==> src/design/ltsvf_pkg.sv <==
// Package: constants, phase codes and keyword lookup for the token filter.
package ltsvf_pkg;

    localparam int DIGIT_WINDOW_DEF = 6;
    localparam int COUNT_WIDTH_DEF  = 16;

    localparam int VALUE_W  = 20;
    localparam int CHAR_W   = 8;
    localparam int TOKLEN_W = 4;

    localparam logic [CHAR_W-1:0]   SPACE_BYTE      = 8'd32;
    localparam logic [CHAR_W-1:0]   DIGIT_ZERO      = 8'h30;
    localparam logic [VALUE_W-1:0]  THRESHOLD_RESET = 20'd1500;
    localparam logic [TOKLEN_W-1:0] LEN_MAX         = 4'd15;

    // search phase codes
    localparam logic [1:0] PH_WORD0  = 2'd0;  // waiting for "counter"
    localparam logic [1:0] PH_DASH   = 2'd1;  // waiting for "-"
    localparam logic [1:0] PH_WORD2  = 2'd2;  // waiting for "counter1"
    localparam logic [1:0] PH_WINDOW = 2'd3;  // collecting digit window

    function automatic logic [TOKLEN_W-1:0] word_len(input logic [1:0] ph);
        logic [TOKLEN_W-1:0] len;
        case (ph)
            PH_WORD0: len = 4'd7;
            PH_DASH:  len = 4'd1;
            default:  len = 4'd8;
        endcase
        return len;
    endfunction

    function automatic logic [CHAR_W-1:0] word_char(input logic [1:0] ph,
                                                   input logic [2:0] pos);
        logic [CHAR_W-1:0] ch;
        case (pos)
            3'd0:    ch = "c";
            3'd1:    ch = "o";
            3'd2:    ch = "u";
            3'd3:    ch = "n";
            3'd4:    ch = "t";
            3'd5:    ch = "e";
            3'd6:    ch = "r";
            default: ch = "1";
        endcase
        if (ph == PH_DASH) begin
            ch = "-";
        end
        return ch;
    endfunction

endpackage

==> src/design/log_token_sequence_value_filter_unit.sv <==
// Top level: token sequence matcher with digit window value filter.
//
// Usage
//   Input channel (i_valid / o_ready / i_char_in) takes one text byte per
//   item. Tokens end only at a space. After the token sequence "counter",
//   "-", "counter1" the next DIGIT_WINDOW bytes form a window whose decimal
//   digits are read as a number; a value above the threshold bumps a
//   saturating hit counter.
//   Output channel (o_valid / i_ready) gives exactly one result item per
//   input item, in order: value_valid, value, over_threshold, hit_count.
//   Config channel (i_cfg_valid / o_cfg_ready / i_cfg_data) writes the
//   threshold; it is always ready and should be written only while idle.
// Timing
//   Results are registered (skid register while one waits). Throughput is
//   one item per cycle while o_ready is high; all per-byte work is one
//   compare, one multiply-by-ten add and one 20-bit compare.
// Stall and reset
//   A two-entry output stage (result register plus skid register) lets a
//   byte be taken while a result waits; o_ready drops only when both hold
//   results. Reset (synchronous, active low) empties the output stage,
//   restarts the search, clears the hit count and sets the threshold to 1500.
module log_token_sequence_value_filter_unit #(
    parameter int DIGIT_WINDOW = ltsvf_pkg::DIGIT_WINDOW_DEF,
    parameter int COUNT_WIDTH  = ltsvf_pkg::COUNT_WIDTH_DEF
) (
    input  logic                            i_clk,
    input  logic                            i_rst_n,
    // byte input
    input  logic                            i_valid,
    output logic                            o_ready,
    input  logic [ltsvf_pkg::CHAR_W-1:0]    i_char_in,
    // threshold write
    input  logic                            i_cfg_valid,
    output logic                            o_cfg_ready,
    input  logic [ltsvf_pkg::VALUE_W-1:0]   i_cfg_data,
    // results
    output logic                            o_valid,
    input  logic                            i_ready,
    output logic                            o_value_valid,
    output logic [ltsvf_pkg::VALUE_W-1:0]   o_value,
    output logic                            o_over_threshold,
    output logic [COUNT_WIDTH-1:0]          o_hit_count
);
    import ltsvf_pkg::*;

    localparam int WL_W = $clog2(DIGIT_WINDOW + 1);
    localparam logic [WL_W-1:0] WL_START = WL_W'(DIGIT_WINDOW);

    typedef struct packed {
        logic                   value_valid;
        logic [VALUE_W-1:0]     value;
        logic                   over;
        logic [COUNT_WIDTH-1:0] hits;
    } t_result;

    // search state
    logic [VALUE_W-1:0]     r_threshold;
    logic [1:0]             r_phase,     n_phase;
    logic [TOKLEN_W-1:0]    r_tok_len,   n_tok_len;
    logic                   r_tok_match, n_tok_match;
    logic [WL_W-1:0]        r_win_left,  n_win_left;
    logic [VALUE_W-1:0]     r_acc,       n_acc;
    logic [COUNT_WIDTH-1:0] r_hits,      n_hits;

    // output stage
    t_result r_out, r_skid, n_res;
    logic    r_out_valid, r_skid_valid;

    logic accept_in;
    logic take_out;
    logic is_digit;
    logic tok_hit;
    logic [VALUE_W-1:0] acc_step;

    assign o_ready     = !r_skid_valid;
    assign o_cfg_ready = 1'b1;
    assign accept_in   = i_valid && o_ready;
    assign take_out    = r_out_valid && i_ready;

    assign is_digit = i_char_in inside {["0":"9"]};
    assign acc_step = VALUE_W'((r_acc << 3) + (r_acc << 1)
                               + VALUE_W'(i_char_in - DIGIT_ZERO));
    assign tok_hit  = r_tok_match && (r_tok_len == word_len(r_phase));

    always_comb begin
        n_phase     = r_phase;
        n_tok_len   = r_tok_len;
        n_tok_match = r_tok_match;
        n_win_left  = r_win_left;
        n_acc       = r_acc;
        n_hits      = r_hits;
        n_res       = '0;

        if (r_phase == PH_WINDOW) begin
            if (is_digit) begin
                n_acc = acc_step;
            end
            if (r_win_left != '0) begin
                n_win_left = r_win_left - 1'b1;
            end
            if (n_win_left == '0) begin
                // window closed: report and restart the search
                n_res.value_valid = 1'b1;
                n_res.value       = n_acc;
                if (n_acc > r_threshold) begin
                    n_res.over = 1'b1;
                    if (r_hits != '1) begin
                        n_hits = r_hits + 1'b1;
                    end
                end
                n_acc       = '0;
                n_phase     = PH_WORD0;
                n_tok_len   = '0;
                n_tok_match = 1'b1;
            end
        end else if (i_char_in == SPACE_BYTE) begin
            if (tok_hit) begin
                if (r_phase == PH_WORD2) begin
                    n_phase    = PH_WINDOW;
                    n_win_left = WL_START;
                    n_acc      = '0;
                end else begin
                    n_phase = r_phase + 1'b1;
                end
            end
            n_tok_len   = '0;
            n_tok_match = 1'b1;
        end else begin
            // past the word's end, or wrong byte at this position
            if (r_tok_len >= word_len(r_phase) ||
                word_char(r_phase, r_tok_len[2:0]) != i_char_in) begin
                n_tok_match = 1'b0;
            end
            if (r_tok_len != LEN_MAX) begin
                n_tok_len = r_tok_len + 1'b1;
            end
        end
        n_res.hits = n_hits;
    end

    always_ff @(posedge i_clk) begin
        if (!i_rst_n) begin
            r_threshold <= THRESHOLD_RESET;
        end else if (i_cfg_valid) begin
            r_threshold <= i_cfg_data;
        end
    end

    always_ff @(posedge i_clk) begin
        if (!i_rst_n) begin
            r_phase     <= PH_WORD0;
            r_tok_len   <= '0;
            r_tok_match <= 1'b1;
            r_win_left  <= '0;
            r_acc       <= '0;
            r_hits      <= '0;
        end else if (accept_in) begin
            r_phase     <= n_phase;
            r_tok_len   <= n_tok_len;
            r_tok_match <= n_tok_match;
            r_win_left  <= n_win_left;
            r_acc       <= n_acc;
            r_hits      <= n_hits;
        end
    end

    // result register plus skid register
    always_ff @(posedge i_clk) begin
        if (!i_rst_n) begin
            r_out_valid  <= 1'b0;
            r_skid_valid <= 1'b0;
        end else if (take_out) begin
            if (r_skid_valid) begin
                r_out_valid  <= 1'b1;
                r_skid_valid <= 1'b0;
            end else begin
                r_out_valid <= accept_in;
            end
        end else if (accept_in) begin
            if (r_out_valid) begin
                r_skid_valid <= 1'b1;
            end else begin
                r_out_valid <= 1'b1;
            end
        end
    end

    always_ff @(posedge i_clk) begin
        if (take_out) begin
            if (r_skid_valid) begin
                r_out <= r_skid;
            end else if (accept_in) begin
                r_out <= n_res;
            end
        end else if (accept_in) begin
            if (r_out_valid) begin
                r_skid <= n_res;
            end else begin
                r_out <= n_res;
            end
        end
    end

    assign o_valid          = r_out_valid;
    assign o_value_valid    = r_out.value_valid;
    assign o_value          = r_out.value;
    assign o_over_threshold = r_out.over;
    assign o_hit_count      = r_out.hits;

endmodule

==> config.mk <==
export PLATFORM = sky130hd
export DESIGN_NAME = log_token_sequence_value_filter_unit
export DESIGN_NICKNAME = d
export VERILOG_FILES = /design/src/design/ltsvf_pkg.sv /design/src/design/log_token_sequence_value_filter_unit.sv
export SDC_FILE = /design/constraint.sdc
export NUM_CORES = 1
export LEC_CHECK = 0
export ABC_CLOCK_PERIOD_IN_PS = 21700
export BUFFER_PORTS_ARGS = -buffer_cell sky130_fd_sc_hd__clkbuf_2
export CAP_MARGIN = 20
export CORE_MARGIN = 1
export CORE_UTILIZATION = 50
export CTS_CLUSTER_DIAMETER = 60
export CTS_CLUSTER_SIZE = 8
export DETAILED_ROUTE_END_ITERATION = 10
export PLACE_DENSITY = 0.71
export SETUP_SLACK_MARGIN = 0.4
export SYNTH_ARGS = -nofsm -noshare
export SYNTH_HDL_FRONTEND = slang
export SYNTH_SLANG_ARGS = --single-unit
export TNS_END_PERCENT = 100
==> constraint.sdc <==
create_clock -name i_clk -period 21.7 [get_ports i_clk]
set_input_delay 4.34 -clock i_clk [delete_from_list [all_inputs] [get_ports i_clk]]
set_output_delay 4.34 -clock i_clk [all_outputs]
set_load 0.01 [all_outputs]
# --- Word level (Yosys, flattened, before mapping) ---
# Cells that the tools add are included.
word_totals:
  in_bits: 33
  reg_bits: 144
  word_cells: 119
classes:
  n_eq_ne: 16
  magnitude_cmp: 4
  addsub: 7
  n_bitwise: 2
  muxes: 48
  n_reduce_logical: 25
ops:
  columns: ["operator", "n"]
  rows:
  - ["38-bit two-way mux", 5]
  - ["20-bit two-way mux", 7]
  - ["16-bit two-way mux", 4]
  - ["7-bit one-hot mux with 7 select lines", 1]
  - ["22-bit two-way mux", 2]
  - ["20-bit adder", 2]
  - ["4-bit two-way mux", 6]
  - ["8-bit two-way mux", 3]
  - ["20-bit greater-than comparator", 1]
  - ["3-bit two-way mux", 6]
  - ["16-bit by 1-bit adder with 16-bit output (second input constant)", 1]
  - ["16-bit != test (second input constant)", 1]
  - ["3-bit AND reduction", 4]
  - ["2-bit two-way mux", 5]
  - ["2-bit nonzero test", 5]
  - ["3-bit == test (second input constant)", 3]
  - ["3-bit nonzero test", 3]
  - ["8-bit by 6-bit subtractor with 9-bit output (second input constant)", 1]
  - ["8-bit by 6-bit == test with 1-bit output (second input constant)", 1]
  - ["8-bit by 6-bit greater-or-equal comparator with 1-bit output (second input constant)", 1]
  - ["8-bit by 6-bit less-or-equal comparator with 1-bit output (second input constant)", 1]
  - ["1-bit two-way mux", 8]
  - ["8-bit != test", 1]
  - ["4-bit one-hot mux with 2 select lines", 1]
  - ["other kinds (20)", 29]

# --- Logic depth before layout (Yosys ltp) ---
# Gate-level depths: netlist (run 1).
depth:
  ltp_word: 11
  mapped_depth: 22

# --- Least setup slack after synthesis (run 1) ---
# OpenSTA, ideal clock, no wires.
synth_timing:
  path_kind: "input to register"
  start: "input i_char_in[4] in the netlist's numbering"
  end: "register r_out, in the netlist o_hit_count[12], data pin"
  path_slack_ns: 11.025
  n_path_buf: 2
  cell_stages: 20
  arrival_time_ns: 10.415
  setup_time_ns: 0.260
  t_required_ns: 21.440
  cell_sequence: "ha_1 > nor3_1 > fa_1 > ha_1 > and3_1 > clkbuf_1 > a221oi_1 > a31oi_1 > a41oi_1 > xnor2_1 > o21a_1 > inv_1 > ha_1 > nand4_1 > or4_4 > o221a_4 > buf_6 > nor3_2 > mux2_2 > mux2_2"
synth_via:
  elab_chain_len: 11
synth_lines:
  columns: ["element", "line_no", "rtl"]
  rows:
  - ["start: declaration", "log_token_sequence_value_filter_unit.sv:31", "input logic [ltsvf_pkg::CHAR_W-1:0] i_char_in,"]
  - ["8-bit by 6-bit subtractor with 9-bit output, or another cell as far along", "log_token_sequence_value_filter_unit.sv:82", "+ VALUE_W'(i_char_in - DIGIT_ZERO));"]
  - ["20-bit adder / 1-bit logical AND (equally long branches)", "log_token_sequence_value_filter_unit.sv:82, log_token_sequence_value_filter_unit.sv:80", null]
  - ["20-bit two-way mux (*)", "log_token_sequence_value_filter_unit.sv:95", "if (is_digit) begin"]
  - ["20-bit two-way mux (*)", "log_token_sequence_value_filter_unit.sv:94", "if (r_phase == PH_WINDOW) begin"]
  - ["20-bit greater-than comparator (*)", "log_token_sequence_value_filter_unit.sv:105", "if (n_acc > r_threshold) begin"]
  - ["16-bit two-way mux (*)", "log_token_sequence_value_filter_unit.sv:105", null]
  - ["16-bit two-way mux (*)", "log_token_sequence_value_filter_unit.sv:101", "if (n_win_left == '0) begin"]
  - ["16-bit two-way mux (*)", "log_token_sequence_value_filter_unit.sv:94", null]
  - ["named net n_hits[12]", "log_token_sequence_value_filter_unit.sv:63", "logic [COUNT_WIDTH-1:0] r_hits, n_hits;"]
  - ["38-bit two-way mux, on equally long branches", "log_token_sequence_value_filter_unit.sv:196, log_token_sequence_value_filter_unit.sv:192", null]
  - ["38-bit two-way mux, on equally long branches", "log_token_sequence_value_filter_unit.sv:195, log_token_sequence_value_filter_unit.sv:190", null]
  - ["38-bit two-way mux (*)", "log_token_sequence_value_filter_unit.sv:189", "if (take_out) begin"]
  - ["end signal: assignment", "log_token_sequence_value_filter_unit.sv:191", "r_out <= r_skid;"]
  - ["end signal: assignment", "log_token_sequence_value_filter_unit.sv:193", "r_out <= n_res;"]
  - ["end signal: assignment", "log_token_sequence_value_filter_unit.sv:199", "r_out <= n_res;"]
  - ["end: declaration", "log_token_sequence_value_filter_unit.sv:66", "t_result r_out, r_skid, n_res;"]
# Mark *: on every way through the listed nets, which the timed path passes. The rest lies on a longest branch. The select of a mux whose other input is x is not followed.
# A chain may end at the register's enable or synchronous reset.

# --- Worst setup path in the final report (run 1) ---
layout_timing:
  start: "input i_char_in[4] in the netlist's numbering"
  end: "register r_out, in the netlist o_hit_count[14], data pin"
# The elaborated chain is that of the path after synthesis.

==> results of run 1 <==
[logic make-up after synthesis]
family	after synthesis	synth area share, %
buffers and inverters	99	4.730
AOI/OAI and AO/OA	163	13.09
xor gates and xnor gates	41	4.203
DFF	144	42.65
adders and majority gates	75	12.48
and+or+nand+nor	275	16.27
other	1	0.04389
muxes	52	6.532
[power by group]
part | leakage (nW) | internal, mW | switching, mW
Combinational | 2.55 | 0.0225 | 0.0357
Sequential | 1.27 | 0.296 | 0.00470
Clock | 0.282 | 0.171 | 0.116
[worst reg2reg max path, stage by stage (launching register included)]
cell       delay (ns)
dfxtp_1          0.44
fa_1             0.50
fa_1             0.47
a21oi_1          0.31
o211ai_1         0.20
a41oi_1          0.35
a2bb2oi_1        0.27
xnor2_1          0.11
mux2i_1          0.43
inv_1            0.09
ha_1             0.33
nand4_1          0.17
or4_4            0.58
o221a_4          0.41
nor4_1           0.34
mux2_2           0.39
mux2_2           0.27
[area by class of cell]
type                    instances  area share (%)
clock inverters                14           1.608
well taps                     220           2.830
flip-flops and latches        144           37.46
clock buffers                  18           4.412
repair buffers                 84           4.914
multi-input cells             607           46.39
inverters                      62           2.393
[through the flow]
| step | util, % | area [µm²] | hold slack [ns] | power [mW] |
|---|---|---|---|---|
| after floorplan | - | 8543 | 0.4438 | 0.3440 |
| final | 58.45 | 9727 | 0.4768 | 0.6461 |
| after CTS | 58.12 | 9673 | 0.4773 | 0.6481 |
| after global placement | 54.58 | 9084 | 0.4597 | 0.3618 |
| after detailed placement | 54.60 | 9087 | 0.4689 | 0.3629 |
| after global routing | 58.45 | 9727 | 0.5158 | 0.6686 |
[layer usage]
metal / part of all wire [%] / GRT usage, % / vias to the layer above / routed length (µm)
met5: 0 / 0 / - / 0
met4: 1.2 / 6.641 / 0 / 221
met3: 4.7 / 3.487 / 22 / 875
met2: 43 / 33.51 / 180 / 8124
met1: 51 / 32.72 / 3019 / 9515
li1: - / - / 3189 / -
[state kept, by name (all words and copies together) (netlist names)]
signal            cells
r_tok_match           1
o_valid               1
o_value              20
r_tok_len             4
o_over_threshold      1
r_skid               38
r_threshold          20
o_value_valid         1
r_skid_valid          1
r_win_left            3
o_hit_count          16
r_acc                20
r_phase               2
r_hits               16
[how the worst min path moves through the flow]
stage / slack (ns) / start / endpoint / depth (start not counted)
global placement: 0.46 / r_acc[19]$_SDFFE_PN0P_ / r_acc[19]$_SDFFE_PN0P_ / 2
global route: 0.52 / r_acc[19]$_SDFFE_PN0P_ / r_acc[19]$_SDFFE_PN0P_ / 2
CTS: 0.48 / r_acc[19]$_SDFFE_PN0P_ / r_acc[19]$_SDFFE_PN0P_ / 2
detailed placement: 0.47 / r_acc[19]$_SDFFE_PN0P_ / r_acc[19]$_SDFFE_PN0P_ / 2
floorplan: 0.44 / r_acc[19]$_SDFFE_PN0P_ / r_acc[19]$_SDFFE_PN0P_ / 2
finish: 0.48 / r_acc[19]$_SDFFE_PN0P_ / r_acc[19]$_SDFFE_PN0P_ / 2
[placed cells by master, fill, tap and decap left out, drive strengths merged, types with 6 or more instances in the layout]
cell type / instances
nand2: 78
ha: 58
nor3: 26
a21o: 6
dfxtp: 68
nand3: 20
o211ai: 10
inv: 67
a31oi: 11
nor4: 9
fa: 17
mux2: 27
o21a: 7
edfxtp: 76
clkbuf: 90
nor2: 84
mux2i: 25
nand4: 11
buf: 12
and3: 13
and2: 9
a21oi: 38
nand2b: 6
o21ai: 26
a22oi: 15
o31ai: 13
xnor2: 25
xor2: 16
==> results by group, run 1 <==
Run status
  • Run status: complete, no violations

Finish
  • Fraction of layout cells with a size suffix above 1: a little under a fifth
  • Area Growth Syn to Fin: 13.85%
  • FF+latch area: roughly 3600 µm²
  • Layout Nets: 1024
  • # diodes: 0
  • FILL cells: 1431
  • Footprint of the multi-input gates: between 4000 and 5000 µm²
  • Fin cells: approximately 1100

Placement
  • Routability cong.: between 0.9 and 1
  • Worst slack at placement: between 10 and 15 ns
  • Port bufs: 72
  • Placed cells: 1114
  • HPWL after DPL: 13900 µm

Clock tree
  • CTS tree: yes
  • Clk slew on worst S/H paths: 0.06 ns
  • CTS sink cnt: roughly 140
  • Total clock buffers created by CTS: 17
  • Clk buf depth: 2
  • Clk Latency, worst-skew pair: between 0.4 and 0.5 ns
  • Post-CTS Setup Inserts: 0
  • H-tree depth: 4
  • CTS resizes: 0
  • Hold_buf cts: 0
  • Root Buffer: clkbuf_16

Detailed routing
  • Post-route DRC: 0
  • Vias: roughly 6400
  • Via/cell ratio: 5.579
  • DR WL/cell: roughly 16 µm
  • Drt first pass iters: 5
  • Initial DRC Count: 433
  • Final ANT Viol Nets: 0
  • Total Wirelength: 18740 µm

Setup path
  • WS Path Type: in -> reg
  • RR Startpoint: r_acc[2]$_SDFFE_PN0P_
  • Worst r2r dst: o_hit_count[14]$_DFFE_PP_
  • CP most frequent cell: ha_1
  • Critical path destination: o_hit_count[14]$_DFFE_PP_
  • WP data arrival: 10.16 ns
  • R2r worst-path depth: 16
  • Crit. End Element: register
  • Crit. Startpoint: i_char_in[4]
  • Crit-path leading delay family: compound AO/OA/AOI/OAI gates
  • Setup crit start kind: input port
  • Max incr delay on CP: around 0.58 ns
  • Crit-path slowest cell: a221oi_1
  • CP cell instances: clkbuf_2 > ha_1 > nor3_2 > buf_6 > fa_1 > ha_1 > and3_1 > a221oi_1 > a31oi_1 > a41oi_1 > xnor2_1 > o21a_1 > inv_1 > ha_1 > nand4_1 > or4_4 > o221a_4 > nor4_1 > mux2_2 > mux2_2
  • Buf/Inv on CP: 3
  • Worst EP required: about 22 ns
  • Crit Path Max Fanout: 25
  • Reg-to-reg setup timing slack: about 16 ns
  • Crit path depth: 20

Timing
  • Maximum clock frequency: 100.1 MHz
  • Hold Vio Cnt, Final: 0
  • Worst Skew: between 0.008 and 0.009 ns
  • Post-route clock period utilization: 46.04%
  • Setup ws final: 11.71 ns
  • RSZ-0062 raised after global routing: false
  • Final setup TNS: 0 ns
  • Min Tclk post-route: 9.990 ns
  • Slew Viols, Final: 0
  • Tightest Pin Transition: between 0.7 and 0.8 ns
  • Final setup fails: 0
  • Slew headroom: a little over half

Floorplan
  • Die area: 17610 µm²
  • Core Box Area: roughly 17000 µm²
  • Die width: 132.7 µm
  • Ports: 74
  • Starting Density: between 50% and 60%
  • Cell Rows: 47
  • Die Span Y: around 130 µm

Synthesis
  • Yosys top cell area share: 26.71%
  • Ys Warns: 0
  • Yosys cell types: between 70 and 80
  • Synthesized Nets: around 960
  • Cells after Synth: 850
  • Synth cell count leaders: 83 x nor2_1, 77 x nand2_1, 76 x edfxtp_1, 68 x dfxtp_1, 61 x inv_1
  • #FFs+latches synth: roughly 140
  • Post-synth EDFFs: 76
  • Leading cell type by number of instances after synthesis: nor2_1
  • Post-synth ARST share: 0%
  • Synth top area cells: edfxtp_1 27%, dfxtp_1 16%, ha_1 8.5%, fa_1 4.0%, nor2_1 3.6%
  • Mean Syn Cell Area: slightly above 10 µm²
  • Post-synth top flop: edfxtp_1
  • Sequential fraction of the synthesis area: ~43%
  • Syn Std Cell Area: between 8000 and 9000 µm²
  • Largest area contributor in the netlist: edfxtp_1

Flow run
  • MaxCap Viol Count: 0

Global route
  • Overall routing resource usage: between 20% and 30%
  • Global-route wire length before repair: around 31000 µm
  • Vias in the first global route: between 5000 and 6000
  • GRT Residual Overflow: 0
  • Largest net degree at the start of global routing: 44
  • Initial antenna violation count: 0

Worst hold path
  • Tightest Hold Check Type: reg -> reg

Power and ir drop
  • Worst vdd ir: approximately 53 µV
  • Pwr Density: roughly 66 nW/µm²
  • Lkg Pwr: 4.100 nW
(Power assumes the default switching activity.)
==> inputs of run 2 (changes only) <==
Settings changed: ABC_CLOCK_PERIOD_IN_PS 21700 to 9800.
Clock period 21.7 ns to 9.8 ns, I/O delays scaled along.
==> run 2 against run 1 <==
  * Flip-flop and latch count did not move
  * Largest cell class unchanged
  * First-iteration DRC count is 32% higher
  * Critical path type unchanged
  * Combinational power up 120%
  * Largest power group unchanged
  * Sequential power is 120% higher
  * Routed wire length down 0.66%
  * Sequential share of layout area about the same
  * Cell area barely moved
  * Count of clock-buffer cells in the layout unchanged
==> results by group, run 2 (same netlist as run 1, synthesis figures left out) <==
Global route
  • Met3 GRT Util: about 3.4%
  • Global routing usage on met2: between 30% and 40%
  • GRT Residual Overflow: 0
  • Largest net degree at the start of global routing: 44
  • Overall routing resource usage: a little under a quarter
  • Vias in the first global route: about 6200
  • Global-route wire length before repair: approximately 32000 µm
  • GR Util met1: between 30% and 40%
  • Peak-usage layer in the global routing report: met2
  • Initial antenna violation count: 0

Detailed routing
  • Vias: approximately 6500
  • DR WL/cell: between 15 and 20 µm
  • Via/cell ratio: roughly 5.7
  • Total Wirelength: approximately 19000 µm
  • Initial DRC Count: ~570
  • Post-route DRC: 0
  • Final ANT Viol Nets: 0
  • Drt first pass iters: 6

Finish
  • Footprint of the multi-input gates: between 4000 and 5000 µm²
  • Layout Nets: about 1000
  • Most common cell after layout, fill and taps aside: nor2_1
  • Fraction of layout cells with a size suffix above 1: 18.41%
  • Max reg flops: 38
  • Top reg by flops: r_skid
  • FILL cells: around 1400
  • Area Growth Syn to Fin: 13.80%
  • Most frequent cells in the layout: 83 x nor2_1, 77 x nand2_1, 76 x edfxtp_1, 72 x clkbuf_2, 68 x dfxtp_1
  • FF+latch area: 3643 µm²
  • # diodes: 0

Setup path
  • Max incr delay on CP: 0.58 ns
  • Crit Path Max Fanout: 25
  • WP data arrival: just under 8 ns
  • Worst EP required: between 9 and 10 ns
  • WS Path Type: in -> reg
  • CP most frequent cell: ha_1
  • Setup crit start kind: input port
  • Buf/Inv on CP: 3
  • Crit-path leading delay family: compound AO/OA/AOI/OAI gates
  • Reg-to-reg setup timing slack: approximately 4.0 ns
  • CP cell instances: clkbuf_2 > ha_1 > nor3_2 > buf_4 > fa_1 > ha_1 > and3_1 > a221oi_1 > a31oi_1 > a41oi_1 > xnor2_1 > o21a_1 > inv_1 > ha_1 > nand4_1 > or4_4 > o221a_4 > nor4_1 > mux2_2 > mux2_2
  • Crit-path slowest cell: or4_4
  • Crit. End Element: register
  • Crit path depth: 20
  • R2r worst-path depth: 16
  • RR Startpoint: r_acc[2]$_SDFFE_PN0P_
  • Crit. Startpoint: i_char_in[4]
  • Critical path destination: o_hit_count[14]$_DFFE_PP_
  • Worst r2r dst: o_hit_count[14]$_DFFE_PP_

Power and ir drop
  • Pwr Density: approximately 150 nW/µm²
  • Lkg Pwr: approximately 4.1 nW
  • Worst vdd ir: roughly 110 µV

Clock tree
  • Hold_buf cts: 0
  • CTS sink cnt: 144
  • Root Buffer: clkbuf_16
  • Clk buf depth: 2
  • CTS resizes: 0
  • Clk Latency, worst-skew pair: 0.42 ns
  • Clk slew on worst S/H paths: roughly 0.060 ns
  • CTS tree: yes
  • Total clock buffers created by CTS: 17
  • Post-CTS Setup Inserts: 0
  • H-tree depth: 4

Timing
  • Final setup TNS: 0 ns
  • Hold Vio Cnt, Final: 0
  • Post-route clock period utilization: between 70% and 80%
  • RSZ-0062 raised after global routing: false
  • Maximum clock frequency: approximately 130 MHz
  • Tightest Pin Transition: ~0.7 ns
  • Setup ws final: approximately 2.3 ns
  • Slew headroom: a little over half
  • Slew Viols, Final: 0
  • Min Tclk post-route: about 7.5 ns
  • Worst Skew: slightly above 0.008 ns
  • Final setup fails: 0

Floorplan
  • Die Span Y: ~130 µm
  • Die area: ~18000 µm²
  • Die width: about 130 µm
  • Starting Density: between 50% and 60%
  • Ports: 74
  • Core Box Area: ~17000 µm²
  • Cell Rows: between 40 and 50

Flow run
  • MaxCap Viol Count: 0

Placement
  • Worst slack at placement: around 1.9 ns
  • Routability cong.: just under 1
  • HPWL after DPL: 13850 µm
  • Port bufs: 72

Run status
  • Run status: complete, no violations

Worst hold path
  • Tightest Hold Check Type: reg -> reg
==> run 2: changes by cell type in the layout (fill, tap and decap cells not counted), sizes merged <==
cell / previous run / this run
bufinv: 2 / 1
clkinv: 5 / 6
==> run 2: how the worst min path moves through the flow <==
| stage | start | endpoint | slack, ns | cells after the start |
|---|---|---|---|---|
| after CTS | r_acc[19]$_SDFFE_PN0P_ | r_acc[19]$_SDFFE_PN0P_ | 0.48 | 2 |
| after detailed placement | r_acc[19]$_SDFFE_PN0P_ | r_acc[19]$_SDFFE_PN0P_ | 0.47 | 2 |
| after global placement | r_acc[19]$_SDFFE_PN0P_ | r_acc[19]$_SDFFE_PN0P_ | 0.46 | 2 |
| after floorplan | r_acc[19]$_SDFFE_PN0P_ | r_acc[19]$_SDFFE_PN0P_ | 0.44 | 2 |
| after global routing | r_threshold[18]$_SDFFE_PN0P_ | r_threshold[18]$_SDFFE_PN0P_ | 0.51 | 2 |
| final | r_acc[19]$_SDFFE_PN0P_ | r_acc[19]$_SDFFE_PN0P_ | 0.48 | 2 |
==> run 2: layer usage <==
layer	up-vias	share of wire [%]	wire length [µm]
met1	3127	50	9274
li1	3187	-	-
met4	0	1.3	246
met3	19	5.2	964
met2	176	44	8128
met5	-	0	0
==> run 2: area by class of cell <==
| class | count | share of cell area (%) |
|---|---|---|
| clock buffer | 18 | 4.517 |
| clock inverter | 14 | 1.570 |
| inverter | 62 | 2.394 |
| multi-input combinational | 607 | 46.41 |
| sequential | 144 | 37.48 |
| tap | 220 | 2.831 |
| timing repair buffer | 84 | 4.801 |
==> run 2: power by group <==
group	switching (mW)	internal (mW)	leakage [nW]
Combinational	0.0787	0.0491	2.55
Sequential	0.0103	0.655	1.27
Clock	0.268	0.365	0.286
==> run 2: tightest hold or removal path, cell delays in order (launching register included) <==
cell and delay, ns:
dfxtp_1 0.31, nand3_1 0.05, o21ai_0 0.07
==> run 2: metrics by stage <==
| stage | total power [mW] | utilization, % | cell area (µm²) | std cells | hold slack, ns |
|---|---|---|---|---|---|
| after CTS | 1.435 | 58.33 | 9707 | 1148 | 0.4824 |
| after global placement | 0.8013 | 54.63 | 9091 | 1114 | 0.4585 |
| after global routing | 1.478 | 58.42 | 9722 | 1149 | 0.5103 |
| after detailed placement | 0.8055 | 54.77 | 9115 | 1116 | 0.4684 |
| after floorplan | 0.7617 | - | 8543 | 850 | 0.4438 |
| final | 1.426 | 58.42 | 9722 | 1149 | 0.4783 |
